### src/hw/rtl/slot_free_stack_allocator_unit_defines.svh
// Assertion macros used by the allocator controller RTL.
`ifndef SLOT_FREE_STACK_ALLOCATOR_UNIT_DEFINES_SVH
`define SLOT_FREE_STACK_ALLOCATOR_UNIT_DEFINES_SVH

// Same-cycle implication, clocked on clk and disabled in reset.
`define SFSA_ASSERT_IMP(lbl, ante, cons, msg) \
  lbl: assert property (@(posedge clk) disable iff (rst) (ante) |-> (cons)) \
    else $error(msg);

// Next-cycle implication, clocked on clk and disabled in reset.
`define SFSA_ASSERT_NXT(lbl, ante, cons, msg) \
  lbl: assert property (@(posedge clk) disable iff (rst) (ante) |=> (cons)) \
    else $error(msg);

`endif

### src/hw/rtl/sfsa_stack_mem.sv
`timescale 1ns / 1ps
module sfsa_stack_mem #(
  parameter int DEPTH  = 512,
  parameter int ADDR_W = 9,
  parameter int DATA_W = 9
) (
  input  logic              clk,
  input  logic              we,
  input  logic [ADDR_W-1:0] waddr,
  input  logic [DATA_W-1:0] wdata,
  input  logic              re,
  input  logic [ADDR_W-1:0] raddr,
  output logic [DATA_W-1:0] rdata
);

  logic [DATA_W-1:0] mem [DEPTH];

  always_ff @(posedge clk) begin
    if (we) begin
      mem[waddr] <= wdata;
    end
  end

  always_ff @(posedge clk) begin
    if (re) begin
      rdata <= mem[raddr];
    end
  end

endmodule

### config.mk
export PLATFORM = sky130hd
export DESIGN_NAME = sfsa_stack_mem
export DESIGN_NICKNAME = d
export VERILOG_FILES = /design/src/hw/rtl/slot_free_stack_allocator_unit_defines.svh /design/src/hw/rtl/sfsa_stack_mem.sv
export SDC_FILE = /design/constraint.sdc
export NUM_CORES = 2
export LEC_CHECK = 0
export ABC_AREA = 0
export BUFFER_PORTS_ARGS = -buffer_cell sky130_fd_sc_hd__buf_2
export CAP_MARGIN = 20
export CELL_PAD_IN_SITES_DETAIL_PLACEMENT = 0
export CELL_PAD_IN_SITES_GLOBAL_PLACEMENT = 2
export CORE_MARGIN = 10
export CORE_UTILIZATION = 35
export DETAILED_ROUTE_END_ITERATION = 16
export PLACE_DENSITY = 0.62
export SKIP_CTS_REPAIR_TIMING = 1
export SYNTH_ARGS = -nofsm -noshare
export SYNTH_HDL_FRONTEND = slang
export SYNTH_MEMORY_MAX_BITS = 65536
export SYNTH_SLANG_ARGS = --single-unit
### constraint.sdc
create_clock -name clk -period 2.99 [get_ports clk]
set_input_delay 0.1495 -clock clk [delete_from_list [all_inputs] [get_ports clk]]
set_output_delay 0.1495 -clock clk [all_outputs]
set_load 0.05 [all_outputs]
# Yosys cells after proc, flatten, opt, wreduce, memory -nomap -nowiden
# Memory sizes are Yosys's and may differ from the RTL's. A register that Yosys moved wholly into a read port is not among the register bits.
# Cells that the tools add are included.
# totals
reg_bits,0
output_inout_bits,9
ramBits,4608
input_bits,30
memories,1
elab_cells,3
# op_classes
n_mux,2
# memory_table
name,depth,word_bits,rd,rd_ports_with_merged_regs,wr,line,rtl
mem,512,9,1,1,1,sfsa_stack_mem.sv:16,logic [DATA_W-1:0] mem [DEPTH];
# op_table
op,count
1-bit two-way mux,2

# Logic depth before layout (Yosys ltp)
# depth
depth_word,2
ltp_mapped,13
ltp_nobuf,7

# Least setup slack after synthesis
# OpenSTA, ideal clock, no wires.
# synth_timing
path_type,input to register
from,in raddr[0]
to,"reg rdata[0] (read register of mem), data pin"
arrival_time_ns,2.069
n_path_buf,4
setup_time_ns,0.257
required_time_ns,2.733
setup_slack_ns,0.665
cell_stages,9
path_cell_list,buf_6 -> buf_12 -> buf_12 -> buf_4 -> mux4_2 -> mux4_2 -> o21ai_1 -> o21ai_1 -> and4bb_1
# synth_lines
element,line,rtl
start: declaration,sfsa_stack_mem.sv:12,"input logic [ADDR_W-1:0] raddr,"
end: declaration,sfsa_stack_mem.sv:13,output logic [DATA_W-1:0] rdata

==> impl_metrics.yaml <==
run_status:
  status: "finished clean"
worst_setup_path:
  r2r_slack_ns: 0.07
  critPathLaunchType: "register"
  critPathKind: "reg -> reg"
  reg2regPathDepth: 10
  worstPathArrival_ns: 3.80
  end_kind: "register"
  r2r-end: "rdata[8]"
  cp_max_fo: 2
  r2r_start: "mem[323][8]"
  required_ns: 3.87
  cp-endpoint: "rdata[8]"
  critPathLaunch: "mem[323][8]"
logic_synthesis:
  synth_edf_count: 4617
  syn_avg_cell_area_sq_um: 20.2
  synthArstFlopShare: 0
  syn_inst: 8888
  syn-cell-area_sq_um: 180000
  ys_seq_elements: 4617
  synth_top_flop_cell: "edfxtp_1"
  yosysSeqAreaShare: 0.772
  ys_types: 50
  synth_warnings: 0
  syn_nets: 8918
power:
  p_total_mw: 136
  p_seq_frac: 0.523
  internal_power_mw: 106
  p_leak_nw: 70.2
  pwr-share-comb: 0.058
  sw_frac_of_total: 0.220
  clockPowerShare: 0.419
  power.density_nw_per_um2: 636
  power.switching_mw: 30.0
  vdd_ir_drop_max_uv: 560
floorplan:
  start_util: 0.351
  core_sq_um: 512000
  boundaryPins: 39
  die-width_microns: 737
  row_count: 263
  die_y_microns: 737
  die_area_sq_um: 543000
timing:
  tightestPinTransition_ns: 1.36
  hold_violations: 0
  slew_headroom: 0.0922
  max_freq_mhz: 342
  finalMaxSlewViolations: 0
  setup_tns_ns: 0
  clock_skew_ns: 0.0363
  rsz0062_at_grt: "no"
  timing.final.crit_share: 0.977
  setup_viol: 0
  final.min_clock_period_ns: 2.92
clock_tree:
  cts-root-buf: "clkbuf_16"
  h-tree-depth: 5
  cts_tree: "built"
  clk_latency_ns: 1.01
  cts.sinks: 4617
  cts_buffers: 473
  cts_buffer_depth: 4
  clk_pin_slew_worst_paths_ns: 0.06
detailed_routing:
  avgRoutedWirePerCell_microns: 30.4
  drtAntennaViolNets: 0
  vias: 95061
  wl_mm: 533
  vias_per_cell: 5.42
  drtIter0Drc: 9286
  drt-pass1-iter-count: 5
  route.detailed.drc: 0
global_route:
  first_global_vias: 96905
  overflow: 0
  grt_pass1_wl_mm: 752
  grt_usage: 0.192
  grt_max_degree: 128
  antenna_found_initial: 46
finish:
  drive_above_1_share: 0.281
  fin_nets: 10396
  fin_util: 0.418
  design_area_sq_um: 214000
  syn2layout_area_growth_pct: 19.3
placement:
  port_buffers: 38
  gp_congestion: 0.833
  placed_area_sq_um: 199000
  place_hpwl_mm: 349
flow_run:
  max-cap-violations: 0
hold_path:
  hold_path.class: "in -> reg"
==> worst max-delay path, cell delays in order (launching register included) <==
cell	delay [ns]
edfxtp_1	0.33
mux2i_1	0.07
o221ai_1	0.45
buf_4	0.20
a21oi_1	0.05
nor4_1	0.73
nand4_1	0.22
buf_4	0.25
nand4_1	0.15
buf_12	0.15
and4bb_1	0.20
==> registers in the layout, indices dropped and copies added, names as in the netlist <==
register and count:
mem 4608, rdata 9
==> cells by family (layout without fill, tap and decap cells) <==
logic type	after synthesis	after routing	share of synthesized area
and+or+nand+nor	960	960	0.0233
other	0	18	0
muxes	1643	1643	0.144
buffers and inverters	566	2436	0.0185
DFF	4617	4617	0.772
AOI/OAI and AO/OA	1102	1102	0.0430
==> routing by layer <==
layer | vias up | routed length (microns) | part of all wire | GRT usage
met3 | 668 | 31500 | 0.059 | 0.0261
met2 | 3148 | 258000 | 0.48 | 0.317
met1 | 50993 | 229000 | 0.43 | 0.268
met4 | 6 | 14900 | 0.028 | 0.0504
li1 | 40246 | - | - | -
met5 | - | 40 | 0.000075 | 0
==> power groups by stage <==
stage | Sequential (mW) | Combinational (mW) | Clock (mW)
after global routing | 71.3 | 8.30 | 61.0
after CTS | 71.3 | 7.99 | 58.3
after floorplan | 72.8 | 3.42 | 0
after global placement | 72.7 | 7.88 | 0
final | 71.3 | 7.92 | 57.2
after detailed placement | 72.7 | 7.98 | 0
==> metrics by stage <==
stage,cells,setup slack (ns),hold WS (ns)
after floorplan,8888,0.665,0.248
after global placement,16635,-0.575,0.632
after detailed placement,16635,-0.637,0.636
after CTS,17502,0.139,-0.490
after global routing,17520,0.103,0.0625
final,17533,0.0675,0.0858
==> worst min path at each step <==
stage              from     endpoint  slack, ns  cells past startpoint
3_5_place_dp         re     rdata[2]       0.64                      1
3_3_place_gp   wdata[2]  mem[171][2]       0.63                      1
6_report       waddr[1]  mem[399][5]       0.09                      4
2_1_floorplan  wdata[0]    mem[0][0]       0.25                      0
5_1_grt        waddr[1]  mem[431][4]       0.06                      4
4_1_cts              re     rdata[5]      -0.49                      1
==> layout make-up <==
type	count	area [sq um]
Fill cell	44748	298000
Sequential cell	4617	139000
Multi-Input combinational cell	3705	37900
Timing Repair Buffer	1565	14500
Clock buffer	567	12300
Tap cell	6757	8450
Clock inverter	300	2540
Antenna cell	18	45.0
Inverter	4	23.8
==> Yosys cell counts (9+ instances only) <==
cell type  count  area share
a211oi_1      15     0.00063
buf_1         63      0.0013
buf_8         20      0.0017
nand3_1       25     0.00070
nor4_1        27     0.00094
buf_6         61      0.0038
a21oi_1      217      0.0060
clkbuf_1     243      0.0051
o221ai_1     425       0.021
mux4_2       747       0.094
nand4_1       66      0.0023
a22oi_1       51      0.0021
buf_4         85      0.0036
edfxtp_1    4617        0.77
o21ai_0      128      0.0036
nor2_1       601       0.013
and3_1         9     0.00031
buf_2         84      0.0023
o31ai_1       19     0.00079
mux2i_1      879       0.049
nor3_1        46      0.0013
and2_1        17     0.00059
nand2_1      125      0.0026
mux2_2        17      0.0011
o21ai_1       17     0.00047
a31oi_1       13     0.00045
o22ai_1      192      0.0067
==> placed cells by master, fill, tap and decap left out, types with 45 or more instances in the layout <==
cell type  Yosys  final
clkbuf_16      0    478
a22oi_1       51     51
o21ai_0      128    128
mux4_2       747    747
mux2i_1      879    879
o221ai_1     425    425
nor2_1       601    598
buf_12         6    212
clkbuf_1     243     89
edfxtp_1    4617   4617
o22ai_1      192    192
a21oi_1      217    217
nor3_1        46     45
nand4_1       66     66
clkinv_2       0    104
nand2_1      125    112
clkinv_1       0    110
buf_4         85   1304
(Power assumes the default switching activity.)
