<file path="config.mk">
export PLATFORM = sky130hd
export DESIGN_NAME = sfsa_ctrl
export DESIGN_NICKNAME = d
export VERILOG_FILES = /design/src/hw/rtl/sfsa_pkg.sv /design/src/hw/rtl/sfsa_ctrl.sv
export VERILOG_INCLUDE_DIRS = /design/src /design/src/hw/rtl
export SDC_FILE = /design/constraint.sdc
export NUM_CORES = 1
export LEC_CHECK = 0
export CAP_MARGIN = 20
export CORE_UTILIZATION = 60
export CTS_CLUSTER_SIZE = 16
export DETAILED_ROUTE_END_ITERATION = 6
export DONT_BUFFER_PORTS = 1
export GPL_ROUTABILITY_DRIVEN = 0
export PLACE_DENSITY = 0.81
export SLEW_MARGIN = 20
export SYNTH_ARGS = -nofsm -noshare
export SYNTH_HDL_FRONTEND = slang
export SYNTH_SLANG_ARGS = --single-unit
</file>
<file path="constraint.sdc">
create_clock -name clk -period 8.97 [get_ports clk]
set_clock_uncertainty 0.15 [all_clocks]
set_input_delay 0.4485 -clock clk [delete_from_list [all_inputs] [get_ports clk]]
set_output_delay 0.4485 -clock clk [all_outputs]
set_load 0.01 [all_outputs]
</file>
<file path="src/hw/rtl/slot_free_stack_allocator_unit_defines.svh">
// Assertion macros used by the allocator controller RTL.
`ifndef SLOT_FREE_STACK_ALLOCATOR_UNIT_DEFINES_SVH
`define SLOT_FREE_STACK_ALLOCATOR_UNIT_DEFINES_SVH

// Same-cycle implication, clocked on clk and disabled in reset.
`define SFSA_ASSERT_IMP(lbl, ante, cons, msg) \
  lbl: assert property (@(posedge clk) disable iff (rst) (ante) |-> (cons)) \
    else $error(msg);

// Next-cycle implication, clocked on clk and disabled in reset.
`define SFSA_ASSERT_NXT(lbl, ante, cons, msg) \
  lbl: assert property (@(posedge clk) disable iff (rst) (ante) |=> (cons)) \
    else $error(msg);

`endif

</file>
<file path="src/hw/rtl/sfsa_pkg.sv">
`timescale 1ns / 1ps
package sfsa_pkg;

  localparam int ENTRIES_DEF  = 512;
  localparam int RESERVED_DEF = 32;
  localparam int SLOT_W       = 10;
  localparam int COUNT_W      = 32;

  localparam logic [1:0] ACT_ALLOC = 2'd0;
  localparam logic [1:0] ACT_FREE  = 2'd1;
  localparam logic [1:0] ACT_RESET = 2'd2;

  typedef enum logic [2:0] {
    ST_FILL,
    ST_IDLE,
    ST_POP,
    ST_SCAN,
    ST_SWAP,
    ST_DONE
  } sfsa_state_t;

  typedef struct packed {
    logic [COUNT_W-1:0] change_count;
    logic [SLOT_W-1:0]  free_left;
    logic               accepted;
    logic [SLOT_W-1:0]  slot_out;
  } sfsa_result_t;

endpackage

</file>
<file path="src/hw/rtl/sfsa_ctrl.sv">
`timescale 1ns / 1ps
`include "slot_free_stack_allocator_unit_defines.svh"
module sfsa_ctrl
  import sfsa_pkg::*;
#(
  parameter int ENTRIES  = ENTRIES_DEF,
  parameter int RESERVED = RESERVED_DEF,
  parameter int IDX_W    = $clog2(ENTRIES),
  parameter int CNT_W    = $clog2(ENTRIES + 1)
) (
  input  logic               clk,
  input  logic               rst,
  input  logic               in_valid,
  output logic               in_ready,
  input  logic [1:0]         in_action,
  input  logic [SLOT_W-1:0]  in_slot,
  input  logic               out_ready,
  output logic               out_push,
  output sfsa_result_t       result,
  output logic               mem_we,
  output logic [IDX_W-1:0]   mem_waddr,
  output logic [IDX_W-1:0]   mem_wdata,
  output logic               mem_re,
  output logic [IDX_W-1:0]   mem_raddr,
  input  logic [IDX_W-1:0]   mem_rdata
);

  localparam int FILL = (ENTRIES > RESERVED) ? ENTRIES - RESERVED : 0;
  localparam logic [CNT_W-1:0] FILL_C = CNT_W'(FILL);
  localparam logic [CNT_W-1:0] ENTRIES_C = CNT_W'(ENTRIES);
  localparam logic [SLOT_W-1:0] NONE = SLOT_W'(ENTRIES);
  localparam sfsa_state_t FILL_ST = (FILL == 0) ? ST_IDLE : ST_FILL;

  sfsa_state_t state, state_next;
  logic [CNT_W-1:0] depth, depth_next;
  logic [COUNT_W-1:0] counter, counter_next;
  logic [IDX_W-1:0] idx, idx_next;
  logic [SLOT_W-1:0] req_slot, req_slot_next;
  logic [SLOT_W-1:0] res_slot, res_slot_next;
  logic res_ok, res_ok_next;
  logic fill_ack, fill_ack_next;

  logic [CNT_W-1:0] depth_m1;
  logic [CNT_W-1:0] idx_p1;
  logic [31:0] in_slot_w;
  logic [31:0] req_slot_w;
  logic [31:0] rdata_w;
  logic [31:0] depth_w;
  logic [IDX_W-1:0] fill_val;
  logic is_reserved;
  logic is_any;

  assign depth_m1    = depth - 1'b1;
  assign idx_p1      = CNT_W'(idx) + 1'b1;
  assign in_slot_w   = 32'(in_slot);
  assign req_slot_w  = 32'(req_slot);
  assign rdata_w     = 32'(mem_rdata);
  assign depth_w     = 32'(depth);
  assign fill_val    = IDX_W'(RESERVED) + idx;
  assign is_reserved = in_slot_w < 32'(RESERVED);
  assign is_any      = in_slot_w >= 32'(ENTRIES);

  assign in_ready = (state == ST_IDLE);

  always_ff @(posedge clk) begin
    if (rst) begin
      state    <= FILL_ST;
      depth    <= FILL_C;
      counter  <= '0;
      idx      <= '0;
      fill_ack <= 1'b0;
    end else begin
      state    <= state_next;
      depth    <= depth_next;
      counter  <= counter_next;
      idx      <= idx_next;
      fill_ack <= fill_ack_next;
    end
  end

  always_ff @(posedge clk) begin
    req_slot <= req_slot_next;
    res_slot <= res_slot_next;
    res_ok   <= res_ok_next;
  end

  always_comb begin
    state_next    = state;
    depth_next    = depth;
    counter_next  = counter;
    idx_next      = idx;
    req_slot_next = req_slot;
    res_slot_next = res_slot;
    res_ok_next   = res_ok;
    fill_ack_next = fill_ack;
    mem_we        = 1'b0;
    mem_waddr     = idx;
    mem_wdata     = fill_val;
    mem_re        = 1'b0;
    mem_raddr     = depth_m1[IDX_W-1:0];
    out_push      = 1'b0;

    unique case (state)
      ST_FILL: begin
        mem_we    = 1'b1;
        mem_waddr = idx;
        mem_wdata = fill_val;
        idx_next  = idx + 1'b1;
        if (idx_p1 == FILL_C) begin
          idx_next   = '0;
          state_next = fill_ack ? ST_DONE : ST_IDLE;
        end
      end

      ST_IDLE: begin
        if (in_valid) begin
          req_slot_next = in_slot;
          res_slot_next = NONE;
          res_ok_next   = 1'b0;
          state_next    = ST_DONE;
          case (in_action)
            ACT_ALLOC: begin
              if (is_reserved) begin
                res_slot_next = in_slot;
                res_ok_next   = 1'b1;
              end else if (is_any) begin
                if (depth != '0) begin
                  mem_re     = 1'b1;
                  mem_raddr  = depth_m1[IDX_W-1:0];
                  state_next = ST_POP;
                end
              end else if (depth == '0) begin
                res_slot_next = in_slot;
                res_ok_next   = 1'b1;
              end else begin
                mem_re     = 1'b1;
                mem_raddr  = '0;
                idx_next   = '0;
                state_next = ST_SCAN;
              end
            end
            ACT_FREE: begin
              if (!is_any && depth < ENTRIES_C) begin
                res_ok_next = 1'b1;
                if (!is_reserved) begin
                  mem_we       = 1'b1;
                  mem_waddr    = depth[IDX_W-1:0];
                  mem_wdata    = in_slot_w[IDX_W-1:0];
                  depth_next   = depth + 1'b1;
                  counter_next = counter + 1'b1;
                end
              end
            end
            ACT_RESET: begin
              idx_next      = '0;
              depth_next    = FILL_C;
              fill_ack_next = 1'b1;
              state_next    = (FILL == 0) ? ST_DONE : ST_FILL;
            end
            default: begin
              state_next = ST_DONE;
            end
          endcase
        end
      end

      ST_POP: begin
        res_slot_next = rdata_w[SLOT_W-1:0];
        res_ok_next   = 1'b1;
        depth_next    = depth_m1;
        counter_next  = counter + 1'b1;
        state_next    = ST_DONE;
      end

      ST_SCAN: begin
        if (rdata_w == req_slot_w) begin
          mem_re     = 1'b1;
          mem_raddr  = depth_m1[IDX_W-1:0];
          state_next = ST_SWAP;
        end else if (idx_p1 == depth) begin
          res_slot_next = req_slot;
          res_ok_next   = 1'b1;
          state_next    = ST_DONE;
        end else begin
          mem_re    = 1'b1;
          mem_raddr = idx_p1[IDX_W-1:0];
          idx_next  = idx + 1'b1;
        end
      end

      ST_SWAP: begin
        mem_we        = 1'b1;
        mem_waddr     = idx;
        mem_wdata     = mem_rdata;
        depth_next    = depth_m1;
        counter_next  = counter + 1'b1;
        res_slot_next = req_slot;
        res_ok_next   = 1'b1;
        state_next    = ST_DONE;
      end

      ST_DONE: begin
        fill_ack_next = 1'b0;
        if (out_ready) begin
          out_push   = 1'b1;
          state_next = ST_IDLE;
        end
      end

      default: begin
        state_next = ST_IDLE;
      end
    endcase
  end

  assign result.slot_out     = res_slot;
  assign result.accepted     = res_ok;
  assign result.free_left    = depth_w[SLOT_W-1:0];
  assign result.change_count = counter;

  `SFSA_ASSERT_IMP(a_no_rw_clash, mem_we && mem_re, mem_waddr != mem_raddr, "read and write hit one entry")
  `SFSA_ASSERT_IMP(a_depth_bound, 1'b1, depth <= ENTRIES_C, "stack depth beyond capacity")
  `SFSA_ASSERT_IMP(a_pop_nonempty, state == ST_POP, depth != '0, "pop from an empty stack")
  `SFSA_ASSERT_IMP(a_cnt_step, !$past(rst), (counter == $past(counter)) || (counter == $past(counter) + 32'd1), "change counter jumped")
  `SFSA_ASSERT_NXT(a_push_idle, out_push, state == ST_IDLE, "no return to idle after result")

endmodule

</file>
# After elaboration in Yosys (flattened, before gate mapping)
# Cells that the tools add are included.
word_totals:
  elab_cells: 151
  inputBits: 25
  reg_bits: 76
  output_inout_bits: 84
classes:
  addsub: 6
  n_reduce_logical: 21
  eq_ne: 28
  magnitude_cmp: 3
  mux: 85
ops:
  columns: ["cell", "n"]
  rows:
  - ["$mux 9", 23]
  - ["$mux 32", 4]
  - ["$mux 10", 10]
  - ["$pmux 32 s2", 1]
  - ["$pmux 9 s2", 3]
  - ["$pmux 10 s2", 2]
  - ["$pmux 10 s4", 1]
  - ["$add 32x1->32 const B", 1]
  - ["$mux 3", 10]
  - ["$pmux 9 s3", 1]
  - ["$mux 1", 23]
  - ["$ne 3x3->1 const B", 6]
  - ["$pmux 3 s5", 1]
  - ["$ne 2x2->1 const B", 7]
  - ["$reduce_and 4->1", 3]
  - ["$add 10x1->10 const B", 1]
  - ["$add 9x1->10 const B", 1]
  - ["$eq 10x10->1", 1]
  - ["$eq 10x9->1 const B", 1]
  - ["$eq 9x10->1", 1]
  - ["$ge 10x10->1 const B", 1]
  - ["$logic_not 10->1", 1]
  - ["$lt 10x10->1 const B", 1]
  - ["$lt 10x6->1 const B", 1]
  - ["26 further kinds", 38]

# Depth between registers and ports, before layout
logic_depth:
  word_depth: 7
  depth_mapped: 10
  ltp_nobuf: 10

# Worst setup path after synthesis
# OpenSTA, ideal clock, no wires.
synth_path:
  path_type: "reg2out"
  start: "reg depth[6]"
  end: "out mem_raddr[8]"
  path_stages_with_launch: 11
  t_arrival_ps: 2450
  t_required_ps: 8372
  setup_slack_ps: 5921
  path_cell_list: "dfxtp_1 buf_6 xor2_1 mux2_4 o32a_1 or4_1 buf_2 o21ai_1 buf_4 nor2_1 a21oi_1"
synth_via:
  elab_chain_len: 7
  elab_cells_between_ends: 11
  classes_between: "add/sub: 1; eq/ne: 1; mux: 8; reduce/logical: 1"
synth_lines:
  columns: ["item", "line", "text"]
  rows:
  - ["start, declared", "sfsa_ctrl.sv:35", "logic [CNT_W-1:0] depth, depth_next;"]
  - ["start signal, assigned", "sfsa_ctrl.sv:74", "depth <= depth_next;"]
  - ["$sub 10x1->10 or $logic_not 10->1 (tied branches)", "sfsa_ctrl.sv:53, sfsa_ctrl.sv:132", null]
  - ["$mux 9", "sfsa_ctrl.sv:132", "end else if (depth == '0) begin"]
  - ["$mux 9", "sfsa_ctrl.sv:126", "end else if (is_any) begin"]
  - ["$mux 9", "sfsa_ctrl.sv:123", "if (is_reserved) begin"]
  - ["$mux 9", "sfsa_ctrl.sv:121", "case (in_action)"]
  - ["$mux 9", "sfsa_ctrl.sv:116", "if (in_valid) begin"]
  - ["$pmux 9 s2 *", "sfsa_ctrl.sv:103", "unique case (state)"]
  - ["end, declared", "sfsa_ctrl.sv:24", "output logic [IDX_W-1:0] mem_raddr,"]
# Mark *: on every way between the ends. The rest lies on a longest branch, timed or not.

# Worst setup path in the final report
layout_path:
  start: "reg idx[0]"
  end: "out mem_raddr[2]"
layout_via:
  elab_chain_len: 5
layout_lines:
  columns: ["item", "line", "text"]
  rows:
  - ["start, declared", "sfsa_ctrl.sv:37", "logic [IDX_W-1:0] idx, idx_next;"]
  - ["start signal, assigned", "sfsa_ctrl.sv:76", "idx <= idx_next;"]
  - ["$add 9x1->10 *", "sfsa_ctrl.sv:54", "assign idx_p1 = CNT_W'(idx) + 1'b1;"]
  - ["$eq 10x10->1", "sfsa_ctrl.sv:180", "end else if (idx_p1 == depth) begin"]
  - ["$mux 9 *", "sfsa_ctrl.sv:180", null]
  - ["$mux 9 *", "sfsa_ctrl.sv:176", "if (rdata_w == req_slot_w) begin"]
  - ["$pmux 9 s2 *", "sfsa_ctrl.sv:103", null]
# Marks and branches as above.

==> summary.md <==
| Metric | Value |
|---|---|
| CP Cell Sequence | ha_1 > nor2b_1 > o41ai_1 > o311ai_0 > or4_1 > o21ai_2 > nand3_1 > o21ai_0 |
| Hold EP | counter[23] |
| Post-Place Worst Slack | 4.93 ns |
| Crit. End Element | output port |
| FF-to-FF Start | idx[0] |
| Final slew viol count | 0 |
| Register area share after synthesis | 0.355 |
| Post-DRT Antenna Nets | 0 |
| Synth Instances | 592 |
| Die area | 8490 um2 |
| Worst Path Arrival | 3.60 ns |
| Setup TNS Final | 0 ns |
| Largest cells by area after synthesis | dfxtp_1 23%, edfxtp_1 13%, xor2_1 5.0% |
| Leak | 1.78 nW |
| GR Util All Layers | 0.313 |
| GR Overflow Total | 0 |
| Drt first pass iters | 6 |
| GR Layer Usage met2 | 0.508 |
| Worst path required time | 8.37 ns |
| Mean number of vias per cell | 6.74 |
| Post-layout min period | 4.20 ns |
| Root buffer cell | clkbuf_8 |
| Tightest Pin Transition | 0.776 ns |
| Site Rows | 32 |
| Via Count | 4587 |
| Final hold vios | 0 |
| # diodes | 0 |
| Syn_nets | 622 |
| Endpoints failing setup | 0 |
| Initial antenna violation count | 0 |
| Synthesis-to-finish area growth | 4.93% |
| Core area | 7810 um2 |
| Routed WL per cell | 19.6 um |
| CTS Buffer Depth | 2 |
| Max_slew headroom | 0.481 |
| Largest net degree at the start of global routing | 43 |
| Area leader, netlist | dfxtp_1 |
| Routed wire length | 13.3 mm |
| CTS buffer count | 9 |
| CTS H-tree depth | 3 |
| Clk_lat worst skew | 0.35 ns |
| Worst vdd ir | 93.1 uV |
| First-pass GRT wire length | 21.2 mm |
| Critical Path Max Stage Delay | 0.70 ns |
| DP Cell Count | 661 |
| Die width | 92.1 um |
| Mapped Area | 4870 um2 |
| I/O pin count | 109 |
| Cell variety after synth | 68 |
| DRC viols | 0 |
| Filler cell count | 681 |
| Port Buf Inserts | 0 |
| Share of synthesized registers carrying an async set or reset | 0 |
| Vias in the first global route | 4363 |
| Setup WS post-layout | 4.77 ns |
| R2R cell count | 7 |
| Startpoint Class | register |
| Met3 Use GR | 0.0904 |
| Worst r2r dst | res_slot[1] |
| Post-CTS sizing | 0 |
| Top cell type's share of synthesized area | 0.226 |
| Critical path's slowest cell | or4_1 |
| Fmax | 0.238 GHz |
| Clock sinks | 76 |
| Initial Util | 0.624 |
| Met1 Usage GRT | 0.384 |
| Worst hold path cell count | 1 |
| RSZ-0062 raised after global routing | no |
| Detailed-placement wirelength estimate | 9.36 mm |
| Top-count cell post-synth | nor2_1 |
| Power Density | 129 nW/um2 |
| Worst-path fanout max | 20 |
| Synth cell count leaders | 57 x nor2_1, 55 x dfxtp_1, 54 x nand2_1 |
| Max Cap Viol | 0 |
| Design Power | 0.659 mW |
| Nets | 604 |
| Crit path from | idx[0] |
| Reg2Reg Setup Slack | 5.28 ns |
| Top_reg_cell synth | dfxtp_1 |
| Synth warn | 0 |
| WS Path Type | register to output port |
| Layout Cells excl Fill | 681 |
| Share of layout cells above drive strength 1 | 0.0674 |
| GR peak layer | met2 |
| Syn Area/Cell | 8.23 um2 |
| EDFF count, synth | 21 |
| CTS tree | built |
| Initial DRC count | 483 |
| Synthesized flop and latch total | 76 |
| Hold Crit Start | rst |
| Worst-path clk slew | 0.08 ns |
| Final worst path period share | 0.468 |
| Status | finished clean |
| Hold Crit Class | input port to register |
| Die Y | 92.1 um |
cells in the final DEF (no fill, tap or decap), drive strengths merged, types with 9 or more instances in the layout:
cell type,synthesis,layout
inv,21,22
nand4,13,13
a22oi,17,17
or3,16,16
a21oi,30,30
nor3,11,11
xor2,28,28
nand2,55,55
and3,11,11
clkbuf,25,12
edfxtp,21,21
dfxtp,55,55
nand3,29,29
o21ai,44,44
nor4,9,9
nor2,57,57
xnor2,25,25
layout make-up:
cell class              instances  area (um2)  share of cell area
multi-input cells             459        2910               0.568
flip-flops and latches         76        1730               0.339
inverters                      21        78.8              0.0154
well taps                     102         128              0.0250
repair buffers                  7        60.1              0.0117
clock inverters                 5        57.6              0.0113
clock buffers                  11         153              0.0299
through the flow:
step	hold slack (ns)	util	instance area [um2]
5_1_grt	0.000533	0.655	5110
3_5_place_dp	0.335	0.623	4860
3_3_place_gp	0.317	0.623	4860
2_1_floorplan	0.302	-	4870
4_1_cts	0.000193	0.650	5070
6_report	0.0184	0.655	5110
registers in the layout (all words and copies together) (netlist names):
name      cells
depth        10
state         3
idx           9
res_ok        1
res_slot     10
req_slot     10
counter      32
fill_ack      1
metal layers:
metal	share of wire	vias to the layer above
met4	0.030	0
met2	0.47	268
met5	0	-
li1	-	2143
met1	0.39	2136
met3	0.11	40
timing repair:
action,4_1_cts,5_1_grt
endpoints found under the hold margin,0,7
hold buffers,0,3
buffers inserted,0,0
how the worst max path moves through the flow:
stage                   end  cells after the start
2_1_floorplan  mem_raddr[8]                     10
3_3_place_gp   mem_raddr[5]                      7
3_5_place_dp   mem_raddr[6]                      7
4_1_cts        mem_raddr[6]                      7
5_1_grt        mem_raddr[2]                      7
6_report       mem_raddr[2]                      8
worst max-delay path, delay by kind of cell, from the launching register on:
family                     cells  cell delay, ns
AOI/OAI and AO/OA              4            1.36
DFF                            1            0.47
adders and majority gates      1            0.38
and+or+nand+nor                3            1.03
report_power, final:
group	total (mW)	internal, mW	switching (mW)
Clock	0.277	0.146	0.131
Combinational	0.0253	0.00953	0.0158
Sequential	0.356	0.352	0.00383
logic make-up after synthesis:
group           after synthesis  share of synthesized area
simple gates                235                      0.246
compound gates              155                      0.213
flops                        76                      0.355
buf+inv                      57                     0.0493
xor+xnor                     54                     0.0999
mux                          10                     0.0234
fa+ha+maj                     5                     0.0128
(Power assumes the default switching activity.)
